<file path="config.mk">
export PLATFORM = sky130hd
export DESIGN_NAME = dot_star_regex_line_search
export DESIGN_NICKNAME = d
export VERILOG_FILES = /design/src/rtl/dsrl_pkg.sv /design/src/rtl/dot_star_regex_line_search.sv /design/src/rtl/dsrl_pattern.sv /design/src/rtl/dsrl_nfa.sv
export SDC_FILE = /design/constraint.sdc
export NUM_CORES = 1
export LEC_CHECK = 0
export BUFFER_PORTS_ARGS = -buffer_cell sky130_fd_sc_hd__buf_2
export CORE_MARGIN = 4
export CORE_UTILIZATION = 58
export DETAILED_ROUTE_END_ITERATION = 10
export GPL_ROUTABILITY_DRIVEN = 1
export PLACE_DENSITY_LB_ADDON = 0.1
export SLEW_MARGIN = 20
export SYNTH_ARGS = -nofsm -noshare
export SYNTH_HDL_FRONTEND = slang
export SYNTH_HIERARCHICAL = 1
export SYNTH_SLANG_ARGS = --single-unit
</file>
<file path="constraint.sdc">
create_clock -name clk -period 3.5 [get_ports clk]
set_input_delay 0.7 -clock clk [delete_from_list [all_inputs] [get_ports clk]]
set_output_delay 0.7 -clock clk [all_outputs]
set_load 0.02 [all_outputs]
</file>
<file path="src/rtl/dsrl_pkg.sv">
// ----------------------------------------------------------------------------
// dsrl_pkg
// shared constants, types and the star closure used by the line search block
// ----------------------------------------------------------------------------
package dsrl_pkg;

  localparam int MAX_TOKENS       = 32;
  localparam int LINE_NUMBER_BITS = 16;
  localparam int LINE_OUT_W       = 16;
  localparam int BYTE_W           = 8;

  localparam int TOK_IDX_W    = (MAX_TOKENS > 1) ? $clog2(MAX_TOKENS) : 1;
  localparam int COUNT_W      = $clog2(MAX_TOKENS + 1);
  localparam int ACT_W        = MAX_TOKENS + 1;
  localparam int CLOSE_LEVELS = $clog2(ACT_W);

  localparam logic [1:0] OP_CLEAR  = 2'd0;
  localparam logic [1:0] OP_APPEND = 2'd1;
  localparam logic [1:0] OP_BYTE   = 2'd2;
  localparam logic [1:0] OP_EOL    = 2'd3;

  localparam logic [BYTE_W-1:0] STAR_BYTE = 8'h2A;
  localparam logic [BYTE_W-1:0] ANY_BYTE  = 8'h2E;

  typedef logic [ACT_W-1:0]      act_t;
  typedef logic [MAX_TOKENS-1:0] tok_t;

  // one word as it leaves the input register
  typedef struct packed {
    logic              fire;
    logic [1:0]        opcode;
    logic [BYTE_W-1:0] data_byte;
  } cmd_t;

  // current pattern as seen by the nfa
  typedef struct packed {
    logic [MAX_TOKENS-1:0][BYTE_W-1:0] chars;
    tok_t                              starred;
    tok_t                              in_use;
    logic [COUNT_W-1:0]                count;
    logic                              overflow;
  } pattern_t;

  // end of line report
  typedef struct packed {
    logic                        matched;
    logic [LINE_NUMBER_BITS-1:0] line_number;
  } result_t;

  // position j+1 becomes active when position j is active and token j is
  // starred; runs of starred tokens resolved as a parallel prefix
  function automatic act_t close_set(act_t s, tok_t starred);
    act_t g;
    act_t p;
    act_t gn;
    act_t pn;
    g = s;
    p = {starred, 1'b0};
    for (int lvl = 0; lvl < CLOSE_LEVELS; lvl++) begin
      gn = g;
      pn = p;
      for (int j = 0; j < ACT_W; j++) begin
        if (j >= (1 << lvl)) begin
          gn[j] = g[j] | (p[j] & g[j - (1 << lvl)]);
          pn[j] = p[j] & p[j - (1 << lvl)];
        end
      end
      g = gn;
      p = pn;
    end
    return g;
  endfunction

endpackage

</file>
<file path="src/rtl/dot_star_regex_line_search.sv">
// ----------------------------------------------------------------------------
// dot_star_regex_line_search
// unanchored per-line search for literals, '.' and starred tokens, bit-parallel
// an end-of-line word is held in the input register, its report in the result register
// throughput: one word per cycle with a combinational nfa step; an end-of-line
//   word behind a stalled report waits in the input register and stalls the input
// reset: synchronous rst_n empties the pattern, line state and line count;
//   the design accepts words in the first cycle after reset
// ----------------------------------------------------------------------------
module dot_star_regex_line_search (
  input  logic                            clk,
  input  logic                            rst_n,
  input  logic                            in_valid,
  output logic                            in_stall,
  input  logic [1:0]                      in_opcode,
  input  logic [dsrl_pkg::BYTE_W-1:0]     in_data_byte,
  output logic                            out_valid,
  input  logic                            out_stall,
  output logic                            out_matched,
  output logic [dsrl_pkg::LINE_OUT_W-1:0] out_line_number,
  output logic                            out_pattern_overflow
);
  import dsrl_pkg::*;

  // input register stage
  logic              s1_valid_r;
  logic [1:0]        s1_op_r;
  logic [BYTE_W-1:0] s1_data_r;
  logic              s1_fire;
  logic              s1_open;
  logic              in_fire;

  // result register stage
  logic                  out_valid_r;
  logic                  out_matched_r;
  logic [LINE_OUT_W-1:0] out_line_r;
  logic                  out_ovf_r;
  logic                  out_free;
  logic                  eol_fire;

  cmd_t     cmd;
  pattern_t pat;
  result_t  res;

  // result slot is free when empty or being drained this cycle
  assign out_free = !out_valid_r || !out_stall;

  // only end-of-line words wait on the result slot, the rest always retire
  assign s1_fire  = s1_valid_r && ((s1_op_r != OP_EOL) || out_free);
  assign eol_fire = s1_fire && (s1_op_r == OP_EOL);
  assign s1_open  = !s1_valid_r || s1_fire;
  assign in_stall = !s1_open;
  assign in_fire  = in_valid && s1_open;

  always_ff @(posedge clk) begin
    if (!rst_n) begin
      s1_valid_r <= 1'b0;
    end else if (s1_open) begin
      s1_valid_r <= in_valid;
    end
  end

  always_ff @(posedge clk) begin
    if (in_fire) begin
      s1_op_r   <= in_opcode;
      s1_data_r <= in_data_byte;
    end
  end

  assign cmd.fire      = s1_fire;
  assign cmd.opcode    = s1_op_r;
  assign cmd.data_byte = s1_data_r;

  // token slots and star flags
  dsrl_pattern u_pattern (
    .clk   (clk),
    .rst_n (rst_n),
    .cmd   (cmd),
    .pat   (pat)
  );

  // active positions, match flag and line counter
  dsrl_nfa u_nfa (
    .clk   (clk),
    .rst_n (rst_n),
    .cmd   (cmd),
    .pat   (pat),
    .res   (res)
  );

  // result register, loaded only at end of line
  always_ff @(posedge clk) begin
    if (!rst_n) begin
      out_valid_r <= 1'b0;
    end else if (eol_fire) begin
      out_valid_r <= 1'b1;
    end else if (!out_stall) begin
      out_valid_r <= 1'b0;
    end
  end

  always_ff @(posedge clk) begin
    if (eol_fire) begin
      out_matched_r <= res.matched;
      out_line_r    <= LINE_OUT_W'(res.line_number);
      out_ovf_r     <= pat.overflow;
    end
  end

  assign out_valid            = out_valid_r;
  assign out_matched          = out_matched_r;
  assign out_line_number      = out_line_r;
  assign out_pattern_overflow = out_ovf_r;

  // token count stays within the slot capacity
  a_count_bound: assert property (@(posedge clk) disable iff (!rst_n)
    pat.count <= COUNT_W'(MAX_TOKENS))
    else $error("token count beyond capacity");

  // a clear leaves an empty pattern without overflow
  a_clear_empties: assert property (@(posedge clk) disable iff (!rst_n)
    (s1_fire && (s1_op_r == OP_CLEAR)) |=> (pat.count == '0) && !pat.overflow)
    else $error("clear did not empty the pattern");

  // an end-of-line word never retires while the result slot is blocked
  a_eol_holds: assert property (@(posedge clk) disable iff (!rst_n)
    (s1_valid_r && (s1_op_r == OP_EOL) && out_valid_r && out_stall)
      |=> s1_valid_r && (s1_op_r == OP_EOL) && out_valid_r)
    else $error("end of line lost behind a stalled result");

  // a line result appears only after an end-of-line word retires
  a_result_source: assert property (@(posedge clk) disable iff (!rst_n)
    $rose(out_valid_r) |-> $past(eol_fire))
    else $error("result without end of line");

endmodule

</file>
<file path="src/rtl/dsrl_pattern.sv">
// ----------------------------------------------------------------------------
// dsrl_pattern
// token store: appends bytes, folds a star into an unstarred previous token
// ----------------------------------------------------------------------------
module dsrl_pattern (
  input  logic              clk,
  input  logic              rst_n,
  input  dsrl_pkg::cmd_t    cmd,
  output dsrl_pkg::pattern_t pat
);
  import dsrl_pkg::*;

  logic [MAX_TOKENS-1:0][BYTE_W-1:0] chars_r;
  tok_t                              starred_r;
  tok_t                              starred_nxt;
  logic [COUNT_W-1:0]                count_r;
  logic [COUNT_W-1:0]                count_nxt;
  logic                              overflow_r;
  logic                              overflow_nxt;
  logic                              write_char;
  logic [TOK_IDX_W-1:0]              last_idx;
  logic [TOK_IDX_W-1:0]              new_idx;
  logic                              star_fold;
  logic                              has_room;
  tok_t                              in_use;

  assign last_idx  = TOK_IDX_W'(count_r - COUNT_W'(1));
  assign new_idx   = TOK_IDX_W'(count_r);
  assign has_room  = count_r < COUNT_W'(MAX_TOKENS);
  assign star_fold = (cmd.data_byte == STAR_BYTE) && (count_r != '0) &&
                     !starred_r[last_idx];

  always_comb begin
    starred_nxt  = starred_r;
    count_nxt    = count_r;
    overflow_nxt = overflow_r;
    write_char   = 1'b0;
    if (cmd.fire) begin
      unique case (cmd.opcode)
        OP_CLEAR: begin
          starred_nxt  = '0;
          count_nxt    = '0;
          overflow_nxt = 1'b0;
        end
        OP_APPEND: begin
          priority if (star_fold) begin
            starred_nxt[last_idx] = 1'b1;
          end else if (has_room) begin
            write_char           = 1'b1;
            starred_nxt[new_idx] = 1'b0;
            count_nxt            = count_r + COUNT_W'(1);
          end else begin
            overflow_nxt = 1'b1;
          end
        end
        OP_BYTE, OP_EOL: begin
        end
        default: begin
        end
      endcase
    end
  end

  always_ff @(posedge clk) begin
    if (!rst_n) begin
      starred_r  <= '0;
      count_r    <= '0;
      overflow_r <= 1'b0;
    end else begin
      starred_r  <= starred_nxt;
      count_r    <= count_nxt;
      overflow_r <= overflow_nxt;
    end
  end

  // slots above the count are never read, so no reset
  always_ff @(posedge clk) begin
    if (write_char) begin
      chars_r[new_idx] <= cmd.data_byte;
    end
  end

  always_comb begin
    for (int i = 0; i < MAX_TOKENS; i++) begin
      in_use[i] = COUNT_W'(i) < count_r;
    end
  end

  assign pat.in_use   = in_use;
  assign pat.chars    = chars_r;
  assign pat.starred  = starred_r;
  assign pat.count    = count_r;
  assign pat.overflow = overflow_r;

endmodule

</file>
<file path="src/rtl/dsrl_nfa.sv">
// ----------------------------------------------------------------------------
// dsrl_nfa
// active position vector, per-line match flag and line counter
// ----------------------------------------------------------------------------
module dsrl_nfa (
  input  logic               clk,
  input  logic               rst_n,
  input  dsrl_pkg::cmd_t     cmd,
  input  dsrl_pkg::pattern_t pat,
  output dsrl_pkg::result_t  res
);
  import dsrl_pkg::*;

  act_t                        active_r;
  act_t                        active_nxt;
  logic                        match_r;
  logic                        match_nxt;
  logic [LINE_NUMBER_BITS-1:0] lines_r;
  logic [LINE_NUMBER_BITS-1:0] lines_nxt;
  logic [LINE_NUMBER_BITS-1:0] lines_inc;
  act_t                        cur;
  act_t                        stepped;
  act_t                        nxt;
  logic                        cur_accept;
  logic                        nxt_accept;
  logic                        hit;

  // new attempt injected at position zero, then closed over stars
  assign cur        = close_set(active_r | ACT_W'(1), pat.starred);
  assign cur_accept = cur[pat.count];

  always_comb begin
    stepped = '0;
    hit     = 1'b0;
    for (int i = 0; i < MAX_TOKENS; i++) begin
      hit = pat.in_use[i] && cur[i] &&
            ((pat.chars[i] == ANY_BYTE) || (pat.chars[i] == cmd.data_byte));
      if (pat.starred[i]) begin
        stepped[i] = stepped[i] | hit;
      end else begin
        stepped[i+1] = stepped[i+1] | hit;
      end
    end
  end

  assign nxt        = close_set(stepped, pat.starred);
  assign nxt_accept = nxt[pat.count];
  assign lines_inc  = (lines_r != '1) ? lines_r + LINE_NUMBER_BITS'(1) : lines_r;

  always_comb begin
    active_nxt = active_r;
    match_nxt  = match_r;
    lines_nxt  = lines_r;
    if (cmd.fire) begin
      unique case (cmd.opcode)
        OP_CLEAR: begin
          active_nxt = '0;
          match_nxt  = 1'b0;
          lines_nxt  = '0;
        end
        OP_APPEND: begin
        end
        OP_BYTE: begin
          active_nxt = nxt;
          match_nxt  = match_r | cur_accept | nxt_accept;
        end
        OP_EOL: begin
          active_nxt = '0;
          match_nxt  = 1'b0;
          lines_nxt  = lines_inc;
        end
        default: begin
        end
      endcase
    end
  end

  always_ff @(posedge clk) begin
    if (!rst_n) begin
      active_r <= '0;
      match_r  <= 1'b0;
      lines_r  <= '0;
    end else begin
      active_r <= active_nxt;
      match_r  <= match_nxt;
      lines_r  <= lines_nxt;
    end
  end

  assign res.matched     = match_r | cur_accept;
  assign res.line_number = lines_inc;

endmodule

</file>
==> results.yml <==
power_and_ir_drop:
  internal-power_uw: 7586
  ir_worst_vdd_uv: 464.5
  power.leakage_uw: 0.009636
  p_seq_share_pct: 48.9
  p_clk_share_pct: 44.4
  p_per_area_nw_per_um2: 360.8
  share_comb_of_total_power_pct: 6.8
  swShare_pct: 22.64
  power.switching_uw: 2220
worst_setup_path:
  r2r_start: "s1_data_r[1]"
  start_kind: "register"
  rrSetupSlack_ns: -0.23
  crit_arrival_ns: 4.17
  critical_path.startpoint: "s1_data_r[1]"
  crit_required_ns: 3.94
  end_kind: "register"
  crit_type: "reg -> reg"
  critPathMaxFanout: 10
grt:
  gr-total-overflow: 0
  antenna_found_initial: 1
  first_global_vias: 18850
  grt_pass1_wl_um: 112100
  grt_max_degree: 46
  grt_usage_pct: 35.47
timing:
  rsz0062_at_grt: "true"
  worst_slew_pin_slew_ns: 0.9877
  fmax_ghz: 0.2679
  setup-tns-final_ns: -0.4196
  finalCritPeriodShare_pct: 106.6
  layout_setup_ws_ns: -0.2326
  period_minus_slack_ns: 3.733
  maxSlewHeadroom_pct: 34.16
  hold_viol: 0
  skew_ns: 0.02412
  drv_slew: 0
  setup_viol: 5
synthesis:
  yosysTopAreaCell: "edfxtp_1"
  ys_ff_latch: 374
  ys_seq_area_share_pct: 48.01
  synth_top_area_share_pct: 39.64
  syn_area_um2: 21520
  syn_nets: 2069
  synth_cells: 2045
  async_reset_ff_share_pct: 0
  yosysMostFrequentCell: "edfxtp_1"
  yosys-top-cells-count: "edfxtp_1 (284), xnor2_1 (238), nand2_1 (190)"
  synth_flop_cell: "edfxtp_1"
  ys_warn_count: 6
  synth_edf_count: 284
  synth.avg_cell_area_um2: 10.52
  synth.top_cells.by_area: "edfxtp_1 (40%), xnor2_1 (9.7%), dfxtp_1 (8.4%)"
  synth_cell_types: 104
final_layout:
  final_nets: 2454
  final_cells: 2930
  fillers: 2573
  drive_gt1_share_pct: 29.20
  areaGrowthSynthToFinish_pct: 26.32
  diodes: 0
placed_design:
  gp_congestion: 1.015
  place.port_buffers: 33
  place_inst: 2799
  dpl_worst_slack_ns: -0.3334
  dp.final_hpwl_um: 52610
clocking:
  numCtsBuffers: 41
  cts_tree: "built"
  clk_pin_slew_ns: 0.06
  clock_latency_ns: 0.57
  max-clock-path-buffers: 3
  ctsRootBufferMaster: "clkbuf_16"
  cts_sinks: 374
  htreeDepth: 2
drt:
  ant_nets: 0
  wl_um: 74420
  drtIter0Drc: 2052
  drtPass1Iterations: 6
  drc: 0
  viasPerCell: 6.560
  routedWlPerCell_um: 25.40
  vias: 19220
floorplanning:
  die_w_um: 200.6
  coreArea_um2: 36610
  rows: 70
  ios: 34
  die-height_um: 200.6
  dieArea_um2: 40240
  initial_core_util_pct: 58.77
run_status:
  status: "finished with violations"
  violations: "negative setup slack"
min_path:
  hp-class: "in -> reg"
  hp-start: "in_opcode[0]"
run:
  cap_violations: 0
[repair_timing]
item	CTS	global route
gates resized for setup	99	57
endpoints found under the setup margin	12	36
hold endpoints to repair	0	0
buffers inserted	45	14
gates cloned	3	0
pin swaps	45	38
hold buffers	0	0
[layout by cell type, fill, tap and decap left out, types with 33 or more instances in the layout]
cell / netlist / final
xnor2_1: 238 / 232
clkbuf_16: 0 / 42
nand4b_1: 42 / 42
buf_2: 21 / 33
buf_4: 17 / 403
inv_1: 44 / 44
xor2_1: 34 / 33
nor2b_1: 45 / 45
o21ai_0: 64 / 52
dfxtp_1: 90 / 82
and2_1: 35 / 34
nor2_1: 102 / 101
nand2_1: 190 / 187
a21oi_1: 104 / 93
nand4_1: 83 / 83
edfxtp_1: 284 / 284
[state kept, by name, indices dropped and copies added (netlist names), 2 cells and up]
register,flops
u_nfa/active_r,32
s1_op_r,2
u_pattern/starred_r,32
s1_data_r,8
u_nfa/lines_r,16
u_pattern/pat,256
u_pattern/count_r,6
out_line_number,16
[per-layer routing]
layer / global-route usage, % / vias to the layer above / share of wire (%)
met2: 56.14 / 1103 / 45
met3: 6.963 / 275 / 9.4
met1: 47.45 / 9320 / 40
met4: 16.72 / 2 / 5.6
met5: 0 / - / 0.017
li1: - / 8521 / -
[worst max-delay path, stage by stage (launching register included)]
cell       delay (ns)
edfxtp_1         0.43
buf_6            0.16
buf_12           0.14
buf_6            0.16
xnor2_2          0.14
nand4_1          0.11
o22ai_2          0.13
o211ai_1         0.19
buf_4            0.22
buf_4            0.11
nand2_1          0.05
a21oi_1          0.22
nor2_1           0.08
a311oi_1         0.29
a311oi_1         0.07
buf_4            0.17
mux2_2           0.28
o2bb2ai_1        0.37
a211o_1          0.21
o22ai_1          0.08
[path summary, 6_finish.rpt]
path	to	depth (start not counted)
worst min register to register	out_pattern_overflow	0
worst max register to register	u_nfa/match_r	19
worst max-delay path	u_nfa/match_r	19
worst min-delay path	s1_op_r[0]	1
[power groups by stage]
stage	clock [µW]	combinational, µW	sequential (µW)
floorplan	0	342	4910
global placement	0	554	4890
detailed placement	0	566	4890
CTS	4420	639	4790
global route	4610	695	4790
finish	4350	662	4790
[through the flow]
stage / instance area (µm²) / utilization (%) / hold WS, ns / total power, µW
final: 27180 / 74.24 / 0.3065 / 9806
after floorplan: 21600 / - / 0.4380 / 5249
after detailed placement: 24550 / 67.06 / 0.4726 / 5453
after CTS: 26820 / 73.26 / 0.2866 / 9847
after global placement: 24550 / 67.06 / 0.4710 / 5441
after global routing: 27180 / 74.24 / 0.2993 / 10090
[final cells by class]
cell class / instances / area (µm²) / share of cell area, %
Sequential cell: 374 / 10340 / 38.04
Timing Repair Buffer: 470 / 3771 / 13.88
Clock inverter: 29 / 279.0 / 1.027
Multi-Input combinational cell: 1499 / 10960 / 40.33
Tap cell: 468 / 585.6 / 2.154
Inverter: 44 / 165.2 / 0.6077
Clock buffer: 46 / 1076 / 3.959
[cell families after synthesis]
kind of cell             Yosys count  synth area share, %
buffers and inverters            172                4.222
adder cells (fa/ha/maj)           10               0.5815
AO/OA/AOI/OAI                    499                16.55
multiplexers                      18                1.425
flip-flops                       374                48.01
XOR/XNOR                         273                11.15
AND/OR/NAND/NOR                  699                18.06
No activity file was read; power rests on OpenSTA's default activity.
